--- config.mk ---
export PLATFORM = sky130hd
export DESIGN_NAME = jtco_csr
export DESIGN_NICKNAME = d
export VERILOG_FILES = /design/src/rtl/assert_macros.svh /design/src/rtl/jtco_pkg.sv /design/src/rtl/jtco_csr.sv
export SDC_FILE = /design/constraint.sdc
export NUM_CORES = 1
export LEC_CHECK = 0
export BUFFER_PORTS_ARGS = -buffer_cell sky130_fd_sc_hd__buf_2
export CORE_AREA = 5 5 88 90
export CTS_BUF_LIST = sky130_fd_sc_hd__clkbuf_8 sky130_fd_sc_hd__clkbuf_16
export CTS_CLUSTER_SIZE = 30
export DETAILED_ROUTE_END_ITERATION = 6
export DIE_AREA = 0 0 93 95
export GPL_ROUTABILITY_DRIVEN = 1
export PLACE_DENSITY = 0.8
export SETUP_SLACK_MARGIN = 0.05
export SLEW_MARGIN = 10
export SYNTH_ARGS = -nofsm -noshare
export SYNTH_HDL_FRONTEND = slang
export SYNTH_SLANG_ARGS = --single-unit
export TNS_END_PERCENT = 20
--- constraint.sdc ---
create_clock -name clock -period 5.75 [get_ports clock]
set_input_delay 1.725 -clock clock [delete_from_list [all_inputs] [get_ports clock]]
set_output_delay 1.725 -clock clock [all_outputs]
set_load 0.01 [all_outputs]
--- src/rtl/assert_macros.svh ---
// assertion macros used by the top-level rtl file
// expects a clock named clock and a synchronous active-high reset named reset
`ifndef ASSERT_MACROS_SVH
`define ASSERT_MACROS_SVH

// property that must hold at every edge out of reset
`define ASSERT_ALWAYS(label, expr, msg) \
   label: assert property (@(posedge clock) disable iff (reset) (expr)) else $error(msg);

// consequence in the cycle after the antecedent
`define ASSERT_NEXT(label, ante, cons, msg) \
   label: assert property (@(posedge clock) disable iff (reset) (ante) |=> (cons)) \
      else $error(msg);

`endif

--- src/rtl/jtco_pkg.sv ---
// types, constants and direction tables for the joystick to chamber openings block
// no dependencies
package jtco_pkg;

   localparam int BUTTONS    = 6;
   localparam int ROOT_STEPS = 24;
   localparam int QUOT_BITS  = 17;

   localparam logic [17:0] FREQ_RESET = 18'd800;
   localparam logic [17:0] FREQ_MAX   = 18'd200000;
   localparam logic [6:0]  COUNT_RESET = 7'd100;
   localparam logic signed [15:0] TRIGGER_LEVEL = 16'sd100;

   // register indexes
   localparam logic [2:0] REG_DEAD_ZONE   = 3'd0;
   localparam logic [2:0] REG_SAT_LIMIT   = 3'd1;
   localparam logic [2:0] REG_PERIOD      = 3'd2;
   localparam logic [2:0] REG_EXTEND      = 3'd3;
   localparam logic [2:0] REG_CONTRACT    = 3'd4;

   localparam logic [14:0] DEAD_ZONE_RESET = 15'd8000;
   localparam logic [14:0] SAT_LIMIT_RESET = 15'd30000;
   localparam logic [6:0]  PERIOD_RESET    = 7'd20;
   localparam logic [15:0] EXTEND_RESET    = 16'd8192;
   localparam logic [15:0] CONTRACT_RESET  = 16'hCCCD;

   typedef struct packed {
      logic [14:0] dead_zone;
      logic [14:0] saturation_limit;
      logic [6:0]  check_period;
      logic [15:0] extend_opening;
      logic [15:0] contract_opening;
   } jtco_cfg_type;

   typedef struct packed {
      logic [15:0] left_stick_y;
      logic [15:0] trigger_up;
      logic [15:0] trigger_down;
      logic [15:0] right_stick_x;
      logic [15:0] right_stick_y;
      logic [5:0]  button_mask;
   } jtco_item_type;

   typedef struct packed {
      logic       load;
      logic       square;
      logic       root_init;
      logic       root_step;
      logic       den;
      logic       dot;
      logic       sum;
      logic       prod;
      logic       numer;
      logic       div_step;
      logic       emit_bend;
      logic       emit_base;
      logic [2:0] chamber;
      logic       last;
   } jtco_cmd_type;

   typedef struct packed {
      logic [5:0] buttons;
      logic       buttons_zero;
      logic       out_free;
   } jtco_sts_type;

   // chamber directions repeat every six chambers
   function automatic logic signed [15:0] dir_cos(input logic [2:0] idx);
      logic signed [15:0] c;
      case (idx)
         3'd0, 3'd6: c = 16'sd16384;
         3'd1, 3'd7: c = 16'sd8192;
         3'd2:       c = -16'sd8192;
         3'd3:       c = -16'sd16384;
         3'd4:       c = -16'sd8192;
         3'd5:       c = 16'sd8192;
         default:    c = 16'sd0;
      endcase
      return c;
   endfunction

   function automatic logic signed [15:0] dir_sin(input logic [2:0] idx);
      logic signed [15:0] s;
      case (idx)
         3'd0, 3'd6: s = 16'sd0;
         3'd1, 3'd7: s = 16'sd14189;
         3'd2:       s = 16'sd14189;
         3'd3:       s = 16'sd0;
         3'd4:       s = -16'sd14189;
         3'd5:       s = -16'sd14189;
         default:    s = 16'sd0;
      endcase
      return s;
   endfunction

endpackage

--- src/rtl/jtco_csr.sv ---
// configuration registers behind the apb-style write/read port
// depends on jtco_pkg
module jtco_csr (
   input  logic                  clock,
   input  logic                  reset,
   input  logic                  psel,
   input  logic                  penable,
   input  logic                  pwrite,
   input  logic [4:0]            paddr,
   input  logic [31:0]           pwdata,
   output logic [31:0]           prdata,
   output logic                  pready,
   output jtco_pkg::jtco_cfg_type cfg
);

   jtco_pkg::jtco_cfg_type cfg_ff, cfg_in;
   logic                   wr_en;
   logic [2:0]             idx;

   assign pready = 1'b1;
   assign wr_en  = psel && penable && pwrite;
   assign idx    = paddr[4:2];
   assign cfg    = cfg_ff;

   always_comb begin
      cfg_in = cfg_ff;
      if (wr_en) begin
         case (idx)
            jtco_pkg::REG_DEAD_ZONE: cfg_in.dead_zone        = pwdata[14:0];
            jtco_pkg::REG_SAT_LIMIT: cfg_in.saturation_limit = pwdata[14:0];
            jtco_pkg::REG_PERIOD:    cfg_in.check_period     = pwdata[6:0];
            jtco_pkg::REG_EXTEND:    cfg_in.extend_opening   = pwdata[15:0];
            jtco_pkg::REG_CONTRACT:  cfg_in.contract_opening = pwdata[15:0];
            default: ;
         endcase
      end
   end

   always_comb begin
      case (idx)
         jtco_pkg::REG_DEAD_ZONE: prdata = {17'd0, cfg_ff.dead_zone};
         jtco_pkg::REG_SAT_LIMIT: prdata = {17'd0, cfg_ff.saturation_limit};
         jtco_pkg::REG_PERIOD:    prdata = {25'd0, cfg_ff.check_period};
         jtco_pkg::REG_EXTEND:    prdata = {{16{cfg_ff.extend_opening[15]}},
                                            cfg_ff.extend_opening};
         jtco_pkg::REG_CONTRACT:  prdata = {{16{cfg_ff.contract_opening[15]}},
                                            cfg_ff.contract_opening};
         default:                 prdata = 32'd0;
      endcase
   end

   always_ff @(posedge clock) begin
      if (reset) begin
         cfg_ff.dead_zone        <= jtco_pkg::DEAD_ZONE_RESET;
         cfg_ff.saturation_limit <= jtco_pkg::SAT_LIMIT_RESET;
         cfg_ff.check_period     <= jtco_pkg::PERIOD_RESET;
         cfg_ff.extend_opening   <= jtco_pkg::EXTEND_RESET;
         cfg_ff.contract_opening <= jtco_pkg::CONTRACT_RESET;
      end else begin
         cfg_ff <= cfg_in;
      end
   end

endmodule

==> results_dict.tcl, run 1 <==
set metrics [dict create \
    grt_usage 0.2186 \
    clk_pin_slew_ps 70 \
    cts_tree "done" \
    die-area_sq_um 8835 \
    holdPathEnd "cfg[31]" \
    coreArea_sq_um 6982 \
    hold_depth 2 \
    hold_viol_final 0 \
    finalPower_uw 972.1 \
    ys_types 34 \
    worst_pin_slew_ps 1066 \
    p_leak_nw 2.035 \
    fin_worst_skew_ps 0 \
    yosysTopAreaCell "dfxtp_1" \
    ys_warn_count 0 \
    cts_root_buffer "clkbuf_8" \
    p_sw_uw 230.4 \
    clock_power_share 0.397 \
    initial_core_util 0.4980 \
    cts.sinks 69 \
    outcome "finished clean" \
    synth.avg_cell_area_sq_um 9.552 \
    finalNonFillerCells 547 \
    synth_top_family_by_area "multiplexers" \
    ff2ff_path_depth 2 \
    synth-xor-area-share 0 \
    timing.rr.end "cfg[63]" \
    vias 2926 \
    wl_um 9367 \
    synthMostInstantiatedCell "mux2i_1" \
    wl_per_cell_um 17.12 \
    synth_edf_count 0 \
    rows 31 \
    synth_nets 406 \
    fmax_mhz 202.5 \
    relSlewSlack 0.2895 \
    crit_type "primary input to output port" \
    drt_iter0_drc 190 \
    yosysSeqAreaShare 0.3973 \
    synth_mux_area_frac 0.2415 \
    area_delta_synth_final_pct 19.72 \
    syn_area_sq_um 3477 \
    swShare 0.2370 \
    synth-compound-area-share 0.08096 \
    htreeDepth 3 \
    dr.pass1.iters 4 \
    postCtsHoldBufs 0 \
    min_path_type "flop to flop" \
    gp_congestion 0.8104 \
    ys.flop_type "dfxtp_1" \
    p_int_uw 741.7 \
    die_h_um 95 \
    syn_inst 364 \
    ant_nets 0 \
    drive_above_1_share 0.3290 \
    grt_pass1_vias 2939 \
    pwr-share-seq 0.498 \
    cts_resized 0 \
    setup_viol 0 \
    overflow 0 \
    r2r_slack_ps 4900 \
    cts_buffer_depth 2 \
    antenna_found_initial 0 \
    place_ws_ps 829.9 \
    maxSlewViolCount 0 \
    place_inst 532 \
    die_width_um 93 \
    drc 0 \
    maxCapViolations 0 \
    yosysTopAreaCellShare 0.3973 \
    grt_max_degree 54 \
    reg2reg_from "cfg[63]" \
    hold_slack_ps 488.0 \
    synth_seq_cells 69 \
    yosys.area_share.simple 0.1968 \
    synth_fa_ha_area_frac 0 \
    arrival_ps 3210 \
    port_buffers 124 \
    ys_async_sr_fraction 0 \
    crit_required_ps 4030 \
    tns_ps 0 \
    setup_ws_ps 812.7 \
    p_comb_frac 0.105 \
    end_kind "output port" \
    final.min_clock_period_ps 4937 \
    grt_pass1_wl_um 14910 \
    powerDensity_nw_per_um2 233.5 \
    ys_top_cells_by_count "76 x mux2i_1, 69 x dfxtp_1, 60 x nand2b_1, 38 x nor2_1, 21 x buf_4" \
    cts_buffers 9 \
    peakVddDrop_uv 125.4 \
    io_pins 144 \
    dp_hpwl_um 6666 \
    rsz0062_at_grt "false" \
    post_cts.repair.setup_buffers 0 \
    n_antenna_cell 0 \
    fin_crit_sh 0.8587 \
    hp-start "cfg[31]" \
    routed_via_density 5.349 \
    largest_reg_flops 69 \
    critPathMaxFanout 20 \
    cp-start-kind "primary input" \
    clock_latency_ps 320 \
    final_nets 503 \
    synth_area_leaders "dfxtp_1 40%, mux2i_1 22%, nand2b_1 11%" \
]
## stage by stage
step	util	cell area [sq um]
2_1_floorplan	-	3477
3_3_place_gp	0.5686	3970
3_5_place_dp	0.5686	3970
4_1_cts	0.5962	4163
5_1_grt	0.5962	4163
6_report	0.5962	4163
## power groups by stage
stage	sequential, mW	clock (mW)	combinational (mW)
finish	0.484	0.386	0.102
global route	0.484	0.411	0.112
CTS	0.484	0.393	0.102
detailed placement	0.495	0	0.102
global placement	0.495	0	0.100
floorplan	0.496	0	0.0697
## cells in the final DEF (no fill, tap or decap), types with 8 or more instances in the layout
| master | n |
|---|---|
| a2bb2oi_1 | 8 |
| nor2_1 | 38 |
| o21ai_0 | 9 |
| a22oi_1 | 12 |
| nand2b_1 | 60 |
| dfxtp_1 | 69 |
| clkbuf_8 | 11 |
| nand2_1 | 9 |
| buf_2 | 124 |
| mux2i_1 | 76 |
## routing by layer
metal,vias up,global-route usage,share of wire
met5,-,0,0
met4,0,0.09280,0.014
met3,12,0.04382,0.070
met2,111,0.3503,0.48
met1,1386,0.2871,0.43
li1,1417,-,-
## cell families (layout without fill, tap and decap cells)
logic type | Yosys count | in the layout
other | 1 | 1
AO/OA/AOI/OAI | 40 | 40
multiplexers | 83 | 83
AND/OR/NAND/NOR | 125 | 125
buffers and inverters | 46 | 147
flip-flops | 69 | 69
## worst max-delay path by stage
stage                     depth (start not counted)         end      from  slack (ps)
after floorplan                                   5  prdata[16]  paddr[2]         980
after global placement                            5   prdata[5]  paddr[2]         850
after detailed placement                          5   prdata[5]  paddr[2]         830
after CTS                                         5   prdata[5]  paddr[2]         830
after global routing                              5   prdata[0]  paddr[2]         670
final                                             5   prdata[0]  paddr[2]         810
## worst max-delay path, cell delays in order
cell     delay, ps
buf_2          450
nor2b_1        540
a22oi_1        140
o22ai_1        190
buf_2          160
## cell type report
class | count | area [sq um]
clock buffer | 11 | 151.4
clock inverter | 4 | 41.29
fill | 611 | 2819
inverter | 1 | 3.754
multi-input combinational | 249 | 1809
sequential | 69 | 1381
tap | 82 | 102.6
timing repair buffer | 131 | 673.1
Power figures use the tool's default switching activity.
==> run 2: changes to the inputs <==
Settings changed: ABC_AREA set to 1, GPL_TIMING_DRIVEN set to 0.
==> results_dict.tcl, run 2 <==
set metrics [dict create \
    outcome "finished clean" \
    largest_reg_flops 69 \
    finalPower_mw 1.034 \
    yosysSeqAreaShare 0.4000 \
    syn_inst 557 \
    wl_per_cell_um 14.50 \
    crit_required_ps 4030 \
    yosysTopAreaCellShare 0.4000 \
    setup_viol 0 \
    tns_ps 0 \
    grt_pass1_wl_um 17600 \
    hold_viol_final 0 \
    setup_ws_ps 456.1 \
    worst_pin_slew_ps 599.4 \
    maxCapViolations 0 \
    drive_above_1_share 0.2626 \
    final_common_cell "nand2_1" \
    wl_um 11300 \
    dr.pass1.iters 5 \
    cts_resized 0 \
    grt_pass1_vias 3529 \
    syn_area_sq_um 3453 \
    placed_area_sq_um 4177 \
    p_leak_nw 2.432 \
    clk_pin_slew_ps 70 \
    routed_via_density 5.078 \
    rsz0062_at_grt "false" \
    min_path_type "flop to flop" \
    fin_util 0.6285 \
    cp_slowest_cell "clkbuf_1" \
    fin_worst_skew_ps 0 \
    dp_hpwl_um 8246 \
    area_delta_synth_final_pct 27.07 \
    grt_usage 0.2583 \
    ys_types 18 \
    crit_type "primary input to output port" \
    place_ws_ps 463.9 \
    htreeDepth 3 \
    yosysTopAreaCell "dfxtp_1" \
    critPathMaxFanout 17 \
    grt_max_degree 18 \
    peakVddDrop_uv 136.9 \
    die_h_um 95 \
    die_width_um 93 \
    synth_area_leaders "dfxtp_1 40%, nand2_1 23%, nor2_1 11%" \
    relSlewSlack 0.6004 \
    cts_buffer_depth 2 \
    gp_congestion 0.9315 \
    ys_async_sr_fraction 0 \
    cp-start-kind "primary input" \
    cts_buffers 9 \
    drc 0 \
    postCtsHoldBufs 0 \
    io_pins 144 \
    synth_nets 599 \
    ys_top_cells_by_count "208 x nand2_1, 103 x nor2_1, 69 x dfxtp_1, 66 x nand3_1, 43 x inv_1" \
    die-area_sq_um 8835 \
    r2r_slack_ps 5100 \
    maxSlewViolCount 0 \
    synth_seq_cells 69 \
    path_cells "buf_2 > buf_4 > nand3_1 > inv_2 > clkbuf_1 > nand2_1 > nand2_1 > buf_4 > buf_2" \
    antenna_found_initial 0 \
    ys.flop_type "dfxtp_1" \
    vias 3956 \
    clock_latency_ps 350 \
    fillCellCount 699 \
    synth.avg_cell_area_sq_um 6.200 \
    cts_root_buffer "clkbuf_8" \
    port_buffers 124 \
    initial_core_util 0.4946 \
    cts.sinks 69 \
    synth_edf_count 0 \
    final_nets 734 \
    drt_iter0_drc 311 \
    coreArea_sq_um 6982 \
    post_cts.repair.setup_buffers 0 \
    critPathMaxStageDelay_ps 470 \
    cts_tree "done" \
    final.min_clock_period_ps 5294 \
    rows 31 \
    ant_nets 0 \
    fin_area_sq_um 4388 \
    powerDensity_nw_per_um2 235.5 \
    n_antenna_cell 0 \
    ys_warn_count 0 \
    synthMostInstantiatedCell "nand2_1" \
    fin_crit_sh 0.9207 \
    arrival_ps 3570 \
    overflow 0 \
    fmax_mhz 188.9 \
    final_cell_mix "208 x nand2_1, 133 x buf_2, 103 x nor2_1" \
    end_kind "output port" \
]
-- run 2: cell types whose count changed after synthesis, moves of 8 or more --
cell / before / now
nand2_1: 9 / 208
a22oi_1: 12 / 0
nand2b_1: 60 / 0
inv_1: 1 / 43
mux2i_1: 76 / 0
nand4_1: 0 / 9
nor2_1: 38 / 103
o21ai_0: 9 / 1
nand3_1: 1 / 66
a2bb2oi_1: 8 / 0
-- run 2: where the power goes --
part           switching, mW  internal, mW
Sequential           0.00507         0.484
Clock                  0.188         0.234
Combinational         0.0796        0.0437
Total                  0.272         0.761
-- run 2: routing by layer --
metal | share of wire | up-vias | GRT usage
met3 | 0.10 | 20 | 0.05339
met2 | 0.48 | 197 | 0.4361
met4 | 0.017 | 0 | 0.1013
met5 | 0 | - | 0
met1 | 0.40 | 1781 | 0.3234
li1 | - | 1958 | -
-- run 2: final cells by class --
type                       instances  area, sq um  share of cell area
inverter                          48        180.2             0.04106
clock inverter                     4        46.29             0.01055
buffer                            43        259.0             0.05902
timing repair buffer             124        620.6              0.1414
clock buffer                      12        165.2             0.03764
multi-input combinational        397         1633              0.3721
tap                               82        102.6             0.02338
sequential                        69         1381              0.3148
-- run 2: worst max-delay path: cells and delay by family --
| kind | cells | cell delay (ps) |
|---|---|---|
| buffers and inverters | 6 | 1170 |
| and+or+nand+nor | 3 | 680 |
-- run 2: path summary, 6_finish.rpt --
check | depth (start not counted) | end | startpoint
setup / recovery | 9 | prdata[28] | paddr[2]
hold reg to reg | 2 | cfg[47] | cfg[47]
hold / removal | 2 | cfg[47] | cfg[47]
setup reg to reg | 2 | cfg[29] | cfg[29]
-- run 2: through the flow --
stage,instances,hold slack (ps)
floorplan,557,502.0
global placement,763,462.4
detailed placement,763,464.8
CTS,779,487.0
global route,779,502.4
finish,779,485.5
-- run 2: kinds of logic after synthesis --
kind of cell,share of synthesized area
simple gates,0.4703
buf+inv,0.1272
flops,0.4000
compound gates,0.001448
other cells,0.001086
==> run 3: changes to the inputs <==
Settings changed: PLACE_DENSITY 0.8 to 0.84.
==> results_dict.tcl, run 3 (synthesis gave the netlist of run 2 again) <==
set metrics [dict create \
    outcome "finished clean" \
    final_cell_mix "208 x nand2_1, 133 x buf_2, 103 x nor2_1" \
    min_path_type "flop to flop" \
    cts_buffers 9 \
    finalPower_mw 1.042 \
    final_nets 734 \
    ant_nets 0 \
    cp-start-kind "primary input" \
    clock_power_share 0.412 \
    htreeDepth 3 \
    dr.pass1.iters 6 \
    postCtsHoldBufs 0 \
    p_sw_uw 263.3 \
    wl_per_cell_um 14.66 \
    grt_pass1_vias 3680 \
    dp_hpwl_um 8338 \
    ff2ff_path_depth 2 \
    gp_congestion 0.9054 \
    routed_via_density 5.174 \
    powerDensity_nw_per_um2 237.5 \
    drt_iter0_drc 360 \
    grt_max_degree 18 \
    io_pins 144 \
    post_cts.repair.setup_buffers 0 \
    largest_reg_flops 69 \
    cts_root_buffer "clkbuf_8" \
    fin_area_sq_um 4389 \
    grt_usage 0.2533 \
    die_h_um 95 \
    p_comb_frac 0.119 \
    peakVddDrop_uv 149.6 \
    crit_required_ps 4030 \
    wl_um 11410 \
    initial_core_util 0.4946 \
    die_width_um 93 \
    p_int_uw 779.0 \
    n_antenna_cell 0 \
    maxSlewViolCount 0 \
    swShare 0.2526 \
    maxCapViolations 0 \
    fin_crit_sh 0.9205 \
    cts.sinks 69 \
    tns_ps 0 \
    placed_area_sq_um 4177 \
    cts_buffer_depth 2 \
    crit_type "primary input to output port" \
    hold_depth 2 \
    rows 31 \
    worst_pin_slew_ps 592.7 \
    grt_pass1_wl_um 17510 \
    critPathMaxFanout 17 \
    place_inst 763 \
    hold_viol_final 0 \
    rsz0062_at_grt "false" \
    overflow 0 \
    pwr-share-seq 0.469 \
    clk_pin_slew_ps 70 \
    clock_latency_ps 340 \
    fmax_mhz 188.9 \
    setup_viol 0 \
    hold_slack_ps 485.0 \
    die-area_sq_um 8835 \
    drc 0 \
    drive_above_1_share 0.2629 \
    end_kind "output port" \
    port_buffers 124 \
    final.min_clock_period_ps 5293 \
    relSlewSlack 0.6049 \
    finalNonFillerCells 778 \
    vias 4025 \
    cts_resized 0 \
    cts_tree "done" \
    final_common_cell "nand2_1" \
    coreArea_sq_um 6982 \
    fin_worst_skew_ps 0 \
    antenna_found_initial 0 \
    area_delta_synth_final_pct 27.10 \
    arrival_ps 3570 \
    p_leak_nw 2.434 \
]
==> run 3: layout make-up <==
cell class              count  area (sq um)
clock inverters             5         75.07
well taps                  82         102.6
inverters                  48         180.2
plain buffers              43         259.0
multi-input cells         397          1633
clock buffers              10         137.6
repair buffers            124         620.6
fillers                   662          2592
flip-flops and latches     69          1381
==> run 3: through the flow <==
stage | setup WS [ps] | utilization
2_1_floorplan | 1070 | -
3_3_place_gp | 512.5 | 0.5982
3_5_place_dp | 445.1 | 0.5982
4_1_cts | 443.4 | 0.6287
5_1_grt | 277.3 | 0.6287
6_report | 457.1 | 0.6287
==> run 3: metal layers <==
metal / global-route usage / up-vias / routed length, um
li1: - / 1951 / -
met1: 0.3127 / 1790 / 4450
met2: 0.4199 / 247 / 5415
met3: 0.05100 / 37 / 1208
met4: 0.1282 / 0 / 331
met5: 0 / - / 0
==> run 3: worst max-delay path, stage by stage <==
cell	delay, ps
buf_2	90
buf_4	170
nand3_1	210
inv_2	150
clkbuf_1	440
nand2_1	100
nand2_1	390
buf_4	180
buf_2	120
==> run 3: power groups by stage <==
stage | Clock (mW) | Combinational [mW] | Sequential, mW
global route | 0.448 | 0.135 | 0.490
global placement | 0 | 0.119 | 0.500
finish | 0.429 | 0.124 | 0.489
CTS | 0.428 | 0.122 | 0.489
detailed placement | 0 | 0.121 | 0.500
floorplan | 0 | 0.0702 | 0.502
==> run 3: final timing paths <==
check / slack, ps / from / end
worst max-delay path: 460 / paddr[2] / prdata[19]
worst min-delay path: 480 / cfg[51] / cfg[51]
worst max register to register: 5080 / cfg[60] / cfg[60]
worst min register to register: 480 / cfg[51] / cfg[51]
