===== config.mk =====
export PLATFORM = sky130hd
export DESIGN_NAME = jtco_ctrl
export DESIGN_NICKNAME = d
export VERILOG_FILES = /design/src/rtl/assert_macros.svh /design/src/rtl/jtco_pkg.sv /design/src/rtl/jtco_ctrl.sv
export SDC_FILE = /design/constraint.sdc
export NUM_CORES = 1
export LEC_CHECK = 0
export ABC_AREA = 1
export BUFFER_PORTS_ARGS = -buffer_cell sky130_fd_sc_hd__buf_2
export CAP_MARGIN = 20
export CORE_MARGIN = 5
export CORE_UTILIZATION = 49
export CTS_CLUSTER_DIAMETER = 30
export DETAILED_ROUTE_END_ITERATION = 8
export GPL_TIMING_DRIVEN = 0
export HOLD_SLACK_MARGIN = 0.15
export PLACE_DENSITY_LB_ADDON = 0.08
export REMOVE_ABC_BUFFERS = 1
export SLEW_MARGIN = 20
export SYNTH_ARGS = -nofsm -noshare
export SYNTH_HDL_FRONTEND = slang
export SYNTH_SLANG_ARGS = --single-unit

===== constraint.sdc =====
create_clock -name clock -period 1.7 [get_ports clock]
set_clock_uncertainty 0.2 [all_clocks]
set_input_delay 0.255 -clock clock [delete_from_list [all_inputs] [get_ports clock]]
set_output_delay 0.255 -clock clock [all_outputs]
set_load 0.02 [all_outputs]

===== src/rtl/assert_macros.svh =====
// assertion macros used by the top-level rtl file
// expects a clock named clock and a synchronous active-high reset named reset
`ifndef ASSERT_MACROS_SVH
`define ASSERT_MACROS_SVH

// property that must hold at every edge out of reset
`define ASSERT_ALWAYS(label, expr, msg) \
   label: assert property (@(posedge clock) disable iff (reset) (expr)) else $error(msg);

// consequence in the cycle after the antecedent
`define ASSERT_NEXT(label, ante, cons, msg) \
   label: assert property (@(posedge clock) disable iff (reset) (ante) |=> (cons)) \
      else $error(msg);

`endif


===== src/rtl/jtco_pkg.sv =====
// types, constants and direction tables for the joystick to chamber openings block
// no dependencies
package jtco_pkg;

   localparam int BUTTONS    = 6;
   localparam int ROOT_STEPS = 24;
   localparam int QUOT_BITS  = 17;

   localparam logic [17:0] FREQ_RESET = 18'd800;
   localparam logic [17:0] FREQ_MAX   = 18'd200000;
   localparam logic [6:0]  COUNT_RESET = 7'd100;
   localparam logic signed [15:0] TRIGGER_LEVEL = 16'sd100;

   // register indexes
   localparam logic [2:0] REG_DEAD_ZONE   = 3'd0;
   localparam logic [2:0] REG_SAT_LIMIT   = 3'd1;
   localparam logic [2:0] REG_PERIOD      = 3'd2;
   localparam logic [2:0] REG_EXTEND      = 3'd3;
   localparam logic [2:0] REG_CONTRACT    = 3'd4;

   localparam logic [14:0] DEAD_ZONE_RESET = 15'd8000;
   localparam logic [14:0] SAT_LIMIT_RESET = 15'd30000;
   localparam logic [6:0]  PERIOD_RESET    = 7'd20;
   localparam logic [15:0] EXTEND_RESET    = 16'd8192;
   localparam logic [15:0] CONTRACT_RESET  = 16'hCCCD;

   typedef struct packed {
      logic [14:0] dead_zone;
      logic [14:0] saturation_limit;
      logic [6:0]  check_period;
      logic [15:0] extend_opening;
      logic [15:0] contract_opening;
   } jtco_cfg_type;

   typedef struct packed {
      logic [15:0] left_stick_y;
      logic [15:0] trigger_up;
      logic [15:0] trigger_down;
      logic [15:0] right_stick_x;
      logic [15:0] right_stick_y;
      logic [5:0]  button_mask;
   } jtco_item_type;

   typedef struct packed {
      logic       load;
      logic       square;
      logic       root_init;
      logic       root_step;
      logic       den;
      logic       dot;
      logic       sum;
      logic       prod;
      logic       numer;
      logic       div_step;
      logic       emit_bend;
      logic       emit_base;
      logic [2:0] chamber;
      logic       last;
   } jtco_cmd_type;

   typedef struct packed {
      logic [5:0] buttons;
      logic       buttons_zero;
      logic       out_free;
   } jtco_sts_type;

   // chamber directions repeat every six chambers
   function automatic logic signed [15:0] dir_cos(input logic [2:0] idx);
      logic signed [15:0] c;
      case (idx)
         3'd0, 3'd6: c = 16'sd16384;
         3'd1, 3'd7: c = 16'sd8192;
         3'd2:       c = -16'sd8192;
         3'd3:       c = -16'sd16384;
         3'd4:       c = -16'sd8192;
         3'd5:       c = 16'sd8192;
         default:    c = 16'sd0;
      endcase
      return c;
   endfunction

   function automatic logic signed [15:0] dir_sin(input logic [2:0] idx);
      logic signed [15:0] s;
      case (idx)
         3'd0, 3'd6: s = 16'sd0;
         3'd1, 3'd7: s = 16'sd14189;
         3'd2:       s = 16'sd14189;
         3'd3:       s = 16'sd0;
         3'd4:       s = -16'sd14189;
         3'd5:       s = -16'sd14189;
         default:    s = 16'sd0;
      endcase
      return s;
   endfunction

endpackage


===== src/rtl/jtco_ctrl.sv =====
// sequencer: steps the datapath through root, per-chamber divide and emit, or button scan
// depends on jtco_pkg
module jtco_ctrl #(
   parameter int CHAMBERS = 6
) (
   input  logic                   clock,
   input  logic                   reset,
   input  logic                   req_valid,
   output logic                   req_ready,
   input  jtco_pkg::jtco_sts_type sts,
   output jtco_pkg::jtco_cmd_type cmd
);

   localparam logic [3:0] S_IDLE      = 4'd0;
   localparam logic [3:0] S_SQUARE    = 4'd1;
   localparam logic [3:0] S_ROOT_INIT = 4'd2;
   localparam logic [3:0] S_ROOT      = 4'd3;
   localparam logic [3:0] S_DEN       = 4'd4;
   localparam logic [3:0] S_DOT       = 4'd5;
   localparam logic [3:0] S_SUM       = 4'd6;
   localparam logic [3:0] S_PROD      = 4'd7;
   localparam logic [3:0] S_NUMER     = 4'd8;
   localparam logic [3:0] S_DIV       = 4'd9;
   localparam logic [3:0] S_EMIT      = 4'd10;
   localparam logic [3:0] S_SCAN      = 4'd11;

   localparam logic [2:0] LAST_CHAMBER = 3'(CHAMBERS - 1);
   localparam logic [4:0] ROOT_LAST    = 5'(jtco_pkg::ROOT_STEPS - 1);
   localparam logic [4:0] DIV_LAST     = 5'(jtco_pkg::QUOT_BITS - 1);
   // buttons at or above the chamber count are ignored
   localparam logic [5:0] BTN_MASK = (CHAMBERS >= jtco_pkg::BUTTONS) ? 6'h3f :
                                     6'((1 << CHAMBERS) - 1);

   logic [3:0] state_ff, state_in;
   logic [4:0] step_ff, step_in;
   logic [2:0] idx_ff, idx_in;
   logic [5:0] pending;
   logic       sel, later;

   assign pending   = (sts.buttons & BTN_MASK) >> idx_ff;
   assign sel       = pending[0];
   assign later     = |pending[5:1];
   assign req_ready = (state_ff == S_IDLE);

   always_comb begin
      state_in    = state_ff;
      step_in     = step_ff;
      idx_in      = idx_ff;
      cmd         = '0;
      cmd.chamber = idx_ff;
      case (state_ff)
         S_IDLE: begin
            if (req_valid) begin
               cmd.load = 1'b1;
               state_in = S_SQUARE;
            end
         end
         S_SQUARE: begin
            cmd.square = 1'b1;
            idx_in     = 3'd0;
            state_in   = sts.buttons_zero ? S_ROOT_INIT : S_SCAN;
         end
         S_ROOT_INIT: begin
            cmd.root_init = 1'b1;
            step_in       = 5'd0;
            state_in      = S_ROOT;
         end
         S_ROOT: begin
            cmd.root_step = 1'b1;
            step_in       = step_ff + 5'd1;
            if (step_ff == ROOT_LAST) state_in = S_DEN;
         end
         S_DEN: begin
            cmd.den  = 1'b1;
            state_in = S_DOT;
         end
         S_DOT: begin
            cmd.dot  = 1'b1;
            state_in = S_SUM;
         end
         S_SUM: begin
            cmd.sum  = 1'b1;
            state_in = S_PROD;
         end
         S_PROD: begin
            cmd.prod = 1'b1;
            state_in = S_NUMER;
         end
         S_NUMER: begin
            cmd.numer = 1'b1;
            step_in   = 5'd0;
            state_in  = S_DIV;
         end
         S_DIV: begin
            cmd.div_step = 1'b1;
            step_in      = step_ff + 5'd1;
            if (step_ff == DIV_LAST) state_in = S_EMIT;
         end
         S_EMIT: begin
            if (sts.out_free) begin
               cmd.emit_bend = 1'b1;
               cmd.last      = (idx_ff == LAST_CHAMBER);
               if (idx_ff == LAST_CHAMBER) begin
                  state_in = S_IDLE;
               end else begin
                  idx_in   = idx_ff + 3'd1;
                  state_in = S_DOT;
               end
            end
         end
         S_SCAN: begin
            if (!sel || sts.out_free) begin
               cmd.emit_base = sel;
               cmd.last      = !later;
               idx_in        = idx_ff + 3'd1;
               if (!later) state_in = S_IDLE;
            end
         end
         default: state_in = S_IDLE;
      endcase
   end

   always_ff @(posedge clock) begin
      if (reset) begin
         state_ff <= S_IDLE;
         step_ff  <= 5'd0;
         idx_ff   <= 3'd0;
      end else begin
         state_ff <= state_in;
         step_ff  <= step_in;
         idx_ff   <= idx_in;
      end
   end

endmodule


==> results of run 1 <==
==> routing by layer <==
metal  up-vias  share of wire
li1        605              -
met1       508           0.42
met2        38           0.50
met3         0          0.077
met4         0              0
met5         -              0
==> state kept, by name, summed over array words and instances, names as in the netlist <==
name and count:
step_ff 5, state_ff 4, idx_ff 3
==> stage by stage <==
step	utilization	power (uW)	hold WS (ps)	instance area, um^2	std cells
2_1_floorplan	-	1358	124.1	1069	166
3_3_place_gp	0.5766	1606	250.7	1239	221
3_5_place_dp	0.5766	1616	259.3	1239	221
4_1_cts	0.6348	1962	214.2	1364	230
5_1_grt	0.6645	2260	249.7	1428	230
6_report	0.6645	2084	211.6	1428	230
==> synthesized netlist by cell type (all sizes together) <==
master / number / share of area
nand3b: 1 / 0.0070
nor2: 28 / 0.15
and2: 1 / 0.0059
inv: 26 / 0.091
nand3: 14 / 0.075
nor4: 2 / 0.012
nand4: 4 / 0.043
dfxtp: 12 / 0.22
nand2: 48 / 0.20
nor3: 4 / 0.023
o21ai: 10 / 0.050
xor2: 2 / 0.016
a21oi: 9 / 0.046
xnor2: 1 / 0.0082
ha: 4 / 0.047
==> cell families after synthesis <==
| logic type | Yosys count | synth area share |
|---|---|---|
| simple gates | 102 | 0.5164 |
| buf+inv | 26 | 0.09134 |
| fa+ha+maj | 4 | 0.04684 |
| compound gates | 19 | 0.09602 |
| xor+xnor | 3 | 0.02459 |
| flops | 12 | 0.2248 |
==> where the power goes <==
group / internal (uW) / switching, uW / total (uW)
Sequential: 359 / 109 / 468
Combinational: 499 / 896 / 1390
Clock: 130 / 91.4 / 222
==> timing repair <==
| action | CTS | global route |
|---|---|---|
| hold buffers | 1 | 0 |
| gates resized for setup | 21 | 21 |
| hold endpoints to repair | 6 | 0 |
| setup endpoints to repair | 8 | 16 |
| setup buffers | 4 | 1 |
| pin swaps | 3 | 6 |
==> final cells by class <==
| class | count | area, um^2 | area share |
|---|---|---|---|
| flip-flops and latches | 12 | 252.7 | 0.1770 |
| inverters | 26 | 107.6 | 0.07537 |
| clock buffers | 4 | 36.28 | 0.02542 |
| multi-input cells | 128 | 792.0 | 0.5548 |
| repair buffers | 32 | 203.9 | 0.1429 |
| well taps | 28 | 35.03 | 0.02454 |
==> worst reg2reg max path, cell delays in order (launching register included) <==
cell and delay [ps]:
dfxtp_1 370, ha_2 200, nand4_1 120, nand2_2 90
nand3_2 90, nor2_4 130, nand3_4 120, nor2_1 120
nor2_1 50
==> path summary, 6_finish.rpt <==
kind | depth (start not counted) | from | to
worst max register to register | 8 | step_ff[1] | state_ff[3]
worst max-delay path | 8 | idx_ff[0] | cmd[4]
worst min register to register | 2 | step_ff[3] | step_ff[3]
worst min-delay path | 5 | req_valid | state_ff[0]
==> layout by cell type (no fill, tap or decap), drive strengths merged, types with 9 or more instances in the layout <==
cell type	count
o21ai	10
nor2	28
a21oi	9
nand3	14
inv	26
nand2	48
dfxtp	12
buf	31
==> metrics.cfg, run 1 <==
[status]
outcome=finished, violations left
violations=negative setup slack

[clocking]
root_buffer=clkbuf_4
clk_latency_ps=270
htree_num_levels=1
cts_tree=done
cts_made_buffers=3
clk_path_buf_depth=2
cts_sinks=12
clkTransAtPathRegs_ps=70

[layout]
syn2layout_area_growth_pct=33.61
drive_above_1_share=0.4406
diodes=0
nets=218
fillers=202

[placement]
routabilityCongestion=0.8280
pre_cts_ws_ps=-220.7
dp_hpwl_um=1972
io_buffer_count=27

[sta]
slew_headroom=0.7574
setup_violations=4
finalSetupTns_ps=-482.5
maxSlewViolCount=0
worst-slew-pin-transition_ps=360.6
fmax_mhz=518.6
period_share=1.134
fin_crit_ps=1928
rsz0062_at_grt=true
fin_ws_ps=-228.1
hold_violations=0

[power]
p_leak_uw=0.0006645
powerDensity_nw_per_um2=1460
irDropWorstVdd_v=0.0008684

[detailed_routing]
wl_per_cell_um=11.42
vias_per_cell=5.004
drt-pass1-iter-count=5
postRouteAntennaNets=0
vias=1151
drt_iter0_drc=39
routed_wl_um=2627
drc_errors=0

[die]
io-pin-count=28
die_h_um=56.70
start_util=0.4974
core_area_um2=2148
die_area_um2=3214
rows=17
die_x_um=56.70

[grt]
grt.busiest_layer=met2
gr-total-overflow=0
grt.total_usage=0.1684
first_global_vias=1093
use_met3=0.03908
use_met2=0.3020
grt_start_max_net_pins=9
grt_pass1_wl_um=4498
antenna_found_initial=0
grt_use_met1=0.2060

[job]
cap_violations=0

[setup_path]
reg2reg_slack_ps=110
max_stage_delay_ps=400
start_kind=flop
cpMostUsedCell=nand2_1
required_ps=1240
cp_cell_sequence=nand2_1 > nand3_1 > nand2_1 > nand2_2 > and2_4 > inv_2 > nor4_1 > buf_2
arrival_ps=1470
critPathCaptureType=output pin
path_buf_inv=2
crit_path_top_delay_cell=dfxtp_4
worstPathMaxFanout=7
crit_family=simple AND/OR/NAND/NOR gates
worstSetupPathType=flop to output pin

[yosys]
ys_warn_count=0
syn_area_um2=1069
syn-instance-count=166
ys_seq_elements=12
yosysSeqAreaShare=0.2248
syn_avg_cell_area_um2=6.437
ys_types=28

[min_path]
hold_class=input port to flop

Note: power is estimated with default switching activity, not from simulation.
==> run 2: changes to the inputs <==
- TNS_END_PERCENT: unset -> 50
==> run 2 against run 1 <==
The flow still finishes with violations (negative setup slack). Critical path depth is the same. Maximum frequency is essentially flat. Setup slack about the same. Routed wire length shrank 4.0%. Sequential cell count unchanged. Clock power barely moved. Via count is 0.78% lower. Largest power group unchanged. Cell area decreased by 0.18%. Final cell count increased by 0.43%. Die area stayed put.
==> metrics.cfg, run 2 (synthesis gave the netlist of run 1 again) <==
[status]
outcome=finished, violations left
violations=negative setup slack

[layout]
drive_above_1_share=0.4433
fillers=198
syn2layout_area_growth_pct=33.37
final_common_cell=nand2_1
largest_reg_flops=5
nets=219
reg_top3=step_ff: 5 flops, state_ff: 4 flops, idx_ff: 3 flops
regMostFlops=step_ff
diodes=0
final_cell_mix=38 x nand2_1, 20 x buf_2, 14 x nor2_1, 13 x inv_1, 12 x nand3_1

[die]
rows=17
core_area_um2=2148
die_x_um=56.70
die_h_um=56.70
io-pin-count=28
die_area_um2=3214
start_util=0.4974

[power]
p_leak_uw=0.0006657
powerDensity_nw_per_um2=1441
irDropWorstVdd_v=0.0008770

[sta]
worst-slew-pin-transition_ps=371.2
fmax_mhz=518.8
setup_violations=4
hold_violations=0
period_share=1.134
rsz0062_at_grt=true
slew_headroom=0.7503
finalSetupTns_ps=-472.0
fin_crit_ps=1928
fin_ws_ps=-227.6
maxSlewViolCount=0

[setup_path]
start_kind=flop
critPathLaunch=idx_ff[0]
reg2reg_slack_ps=90
worstPathMaxFanout=7
reg2reg_depth=11
required_ps=1240
rr_endpoint=state_ff[3]
arrival_ps=1470
worstReg2RegStart=idx_ff[0]
critPathCaptureType=output pin
worstSetupPathType=flop to output pin
cp-endpoint=cmd[4]

[grt]
grt.total_usage=0.1665
gr-total-overflow=0
grt_pass1_wl_um=4443
first_global_vias=1072
grt_start_max_net_pins=9
antenna_found_initial=0

[placement]
routabilityCongestion=0.8280
dp_hpwl_um=1972
io_buffer_count=27
pre_cts_ws_ps=-220.7

[detailed_routing]
drt-pass1-iter-count=4
drt_iter0_drc=46
drc_errors=0
vias_per_cell=4.944
vias=1142
routed_wl_um=2521
wl_per_cell_um=10.91
postRouteAntennaNets=0

[clocking]
clk_path_buf_depth=2
cts_tree=done
htree_num_levels=1
cts_made_buffers=3
root_buffer=clkbuf_4
clkTransAtPathRegs_ps=70
clk_latency_ps=270
cts_sinks=12

[min_path]
hold_class=input port to flop

[job]
cap_violations=0

-- run 2: critical path, stage by stage (launching register included) --
cell and delay [ps]:
dfxtp_4 400, nand2_1 80, nand3_1 80, nand2_1 70, nand2_2 60, and2_4 130
inv_2 30, nor4_1 140, buf_2 200
-- run 2: final cells by class --
type	count	area (um^2)	area share
clock buffer	4	36.28	0.02546
sequential	12	252.7	0.1773
inverter	26	107.6	0.07550
multi-input combinational	128	782.0	0.5487
timing repair buffer	33	211.5	0.1484
tap	28	35.03	0.02458
-- run 2: metrics by stage --
step,hold slack (ps),cells,area (um^2),power [uW],utilization
floorplan,124.1,166,1069,1358,-
global placement,250.7,221,1239,1606,0.5766
detailed placement,259.3,221,1239,1616,0.5766
CTS,214.2,230,1361,1960,0.6337
global route,248.2,231,1425,2241,0.6634
finish,220.0,231,1425,2053,0.6634
-- run 2: routing by layer --
layer | up-vias | global-route usage | share of wire
met5 | - | 0 | 0
met1 | 492 | 0.2060 | 0.43
met2 | 41 | 0.2987 | 0.49
li1 | 607 | - | -
met3 | 2 | 0.03908 | 0.071
met4 | 0 | 0.01695 | 0.0083
-- run 2: what timing repair did --
action / CTS / global route
pin swaps: 3 / 3
gates resized for setup: 20 / 20
buffers inserted: 4 / 1
endpoints found under the setup margin: 8 / 16
hold buffers: 1 / 0
endpoints found under the hold margin: 6 / 0
-- run 2: how the worst min path moves through the flow --
stage,endpoint,cells after the start,start,slack [ps]
4_1_cts,state_ff[0],6,sts[1],210
6_report,state_ff[0],5,req_valid,220
5_1_grt,state_ff[3],6,sts[1],250
3_5_place_dp,step_ff[3],2,step_ff[3],260
3_3_place_gp,step_ff[3],2,step_ff[3],250
2_1_floorplan,idx_ff[1],1,reset,120
-- run 2: power by group --
group	leakage, uW	switching, uW	internal, uW
combinational	0.000543	863	500
clock	0.0000210	91.6	130
sequential	0.000101	109	359
total	0.000666	1060	989
==> run 3: changes to the inputs <==
- CORE_MARGIN: 5 -> 4
- clock period: 1.7 -> 2 ns (I/O delays scaled with it)
==> run 3 against run 2 <==
The run now ends clean. Die area is 6.9% lower. Critical endpoint is now cmd[0]. Combinational power shrank 17%. Sequential power is 20% lower. Clock-buffer cell count stayed put. Critical path type unchanged. Non-clock buffer count grew 1. Final cell count is the same. Global-route usage grew 2.2 points. Critical path depth up 2. Power down 17%. Largest power group unchanged. Utilization increased by 2.0 points. First-iteration DRC count decreased by 43%.
==> metrics.cfg, run 3 (synthesis gave the netlist of run 1 again) <==
[sta]
period_share=0.9966
fmax_mhz=501.7
fin_crit_ps=1993
worst_hold_slack_ps=256.0
setup_violations=0
rsz0062_at_grt=true
hold_violations=0
worst-slew-pin-transition_ps=421.2
slew_headroom=0.7166
maxSlewViolCount=0

[setup_path]
cp_cell_sequence=inv_4 > nand2_2 > nand3_2 > nand2_2 > nand2_2 > and2_4 > inv_4 > o21ai_2 > o21ai_1 > buf_4
rr_endpoint=state_ff[2]
arrival_ps=1490
reg2reg_slack_ps=370
reg2reg_depth=7
cpMostUsedCell=nand2_2
start_kind=flop
worstReg2RegStart=idx_ff[0]
required_ps=1500
worstSetupPathType=flop to output pin
worstPathMaxFanout=7
critPathLaunch=idx_ff[0]
cp-endpoint=cmd[0]
critPathCaptureType=output pin
max_stage_delay_ps=400
crit_path_top_delay_cell=dfxtp_4

[clocking]
clk_latency_ps=280
htree_num_levels=1
root_buffer=clkbuf_4
clk_path_buf_depth=2
cts_tree=done
cts_made_buffers=3
clkTransAtPathRegs_ps=70
cts_sinks=12

[grt]
grt.total_usage=0.1885
gr-total-overflow=0
antenna_found_initial=0
grt_pass1_wl_um=4126
first_global_vias=1016
grt_start_max_net_pins=9

[job]
cap_violations=0

[layout]
drive_above_1_share=0.4265
final_util=0.6838
reg_top3=step_ff: 5 flops, state_ff: 4 flops, idx_ff: 3 flops
diodes=0
final_common_cell=nand2_1
nets=220
syn2layout_area_growth_pct=29.39
largest_reg_flops=5
final_cell_mix=35 x nand2_1, 25 x buf_2, 18 x nor2_1, 14 x inv_1, 11 x nand2_2
regMostFlops=step_ff

[power]
p_leak_uw=0.0006694
internal_power_uw=804.6
p_sw_frac=0.5271
p_seq_frac=0.220
power_frac_comb=0.666
irDropWorstVdd_v=0.0007377
p_switching_uw=897.0
p_clk_frac=0.114
powerDensity_nw_per_um2=1231

[die]
core_area_um2=2022
die_x_um=54.70
rows=16
start_util=0.5285
die_area_um2=2992
io-pin-count=28
die_h_um=54.70

[detailed_routing]
vias_per_cell=5.091
postRouteAntennaNets=0
drt_iter0_drc=26
drc_errors=0
drt-pass1-iter-count=4
wl_per_cell_um=11.54
routed_wl_um=2665
vias=1176

[placement]
routabilityCongestion=0.8280
io_buffer_count=27
dp_hpwl_um=2103

[min_path]
hold_path.startpoint=sts[1]
hold_class=input port to flop

[status]
outcome=completed

[run 3: cell count changes in the layout (fill, tap and decap cells not counted), moves of 2 or more]
cell     previous run  this run
nand2_1            38        35
dfxtp_2             7         2
buf_2              20        25
nand3_2             1         4
nand2_2             8        11
nor2_4              8         5
buf_6               3         0
dfxtp_1             4         9
nand3_1            12        10
nor2_1             14        18
[run 3: per-layer routing]
| layer | vias up | part of all wire | GRT usage |
|---|---|---|---|
| li1 | 617 | - | - |
| met1 | 517 | 0.43 | 0.2202 |
| met2 | 37 | 0.49 | 0.3406 |
| met3 | 5 | 0.062 | 0.02180 |
| met4 | 0 | 0.015 | 0.07884 |
| met5 | - | 0 | 0 |
[run 3: stage by stage]
step	instances	TNS [ps]	setup slack [ps]	cell area (um^2)	power (uW)
final	231	0	6.877	1383	1702
after global routing	231	-150.7	-82.05	1383	1835
after CTS	231	0	2.388	1349	1675
after detailed placement	220	0	46.52	1237	1388
after global placement	220	0	95.07	1237	1360
after floorplan	166	-209.7	-197.1	1069	1154
[run 3: worst min-delay path by stage]
stage / end / slack [ps] / cells past startpoint
after floorplan: idx_ff[1] / 170 / 1
after global placement: step_ff[3] / 260 / 2
after detailed placement: step_ff[3] / 260 / 2
after CTS: state_ff[0] / 260 / 6
after global routing: state_ff[0] / 280 / 6
final: state_ff[0] / 260 / 6
[run 3: layout make-up]
type | instances | area, um^2
multi-input combinational | 128 | 765.7
clock buffer | 4 | 36.28
tap | 27 | 33.78
sequential | 12 | 246.5
timing repair buffer | 34 | 195.2
fill | 194 | 639.4
inverter | 26 | 105.1
[run 3: power groups by stage]
| stage | Combinational, uW | Sequential, uW | Clock, uW |
|---|---|---|---|
| 2_1_floorplan | 783 | 371 | 0 |
| 3_3_place_gp | 991 | 369 | 0 |
| 3_5_place_dp | 1020 | 371 | 0 |
| 4_1_cts | 1110 | 368 | 197 |
| 5_1_grt | 1240 | 385 | 210 |
| 6_report | 1130 | 375 | 194 |
[run 3: critical path, delay by kind of cell, from the launching register on]
family / cells / cell delay (ps)
compound gates: 2 / 160
buf+inv: 3 / 260
flops: 1 / 400
simple gates: 5 / 390
[run 3: timing repair]
| action | CTS | global route |
|---|---|---|
| endpoints found under the setup margin | 2 | 2 |
| hold endpoints to repair | 6 | 0 |
| buffers inserted | 6 | 0 |
| cloned | 0 | 0 |
| gates resized for setup | 12 | 10 |
| hold buffers | 1 | 0 |
| pin swaps | 3 | 4 |
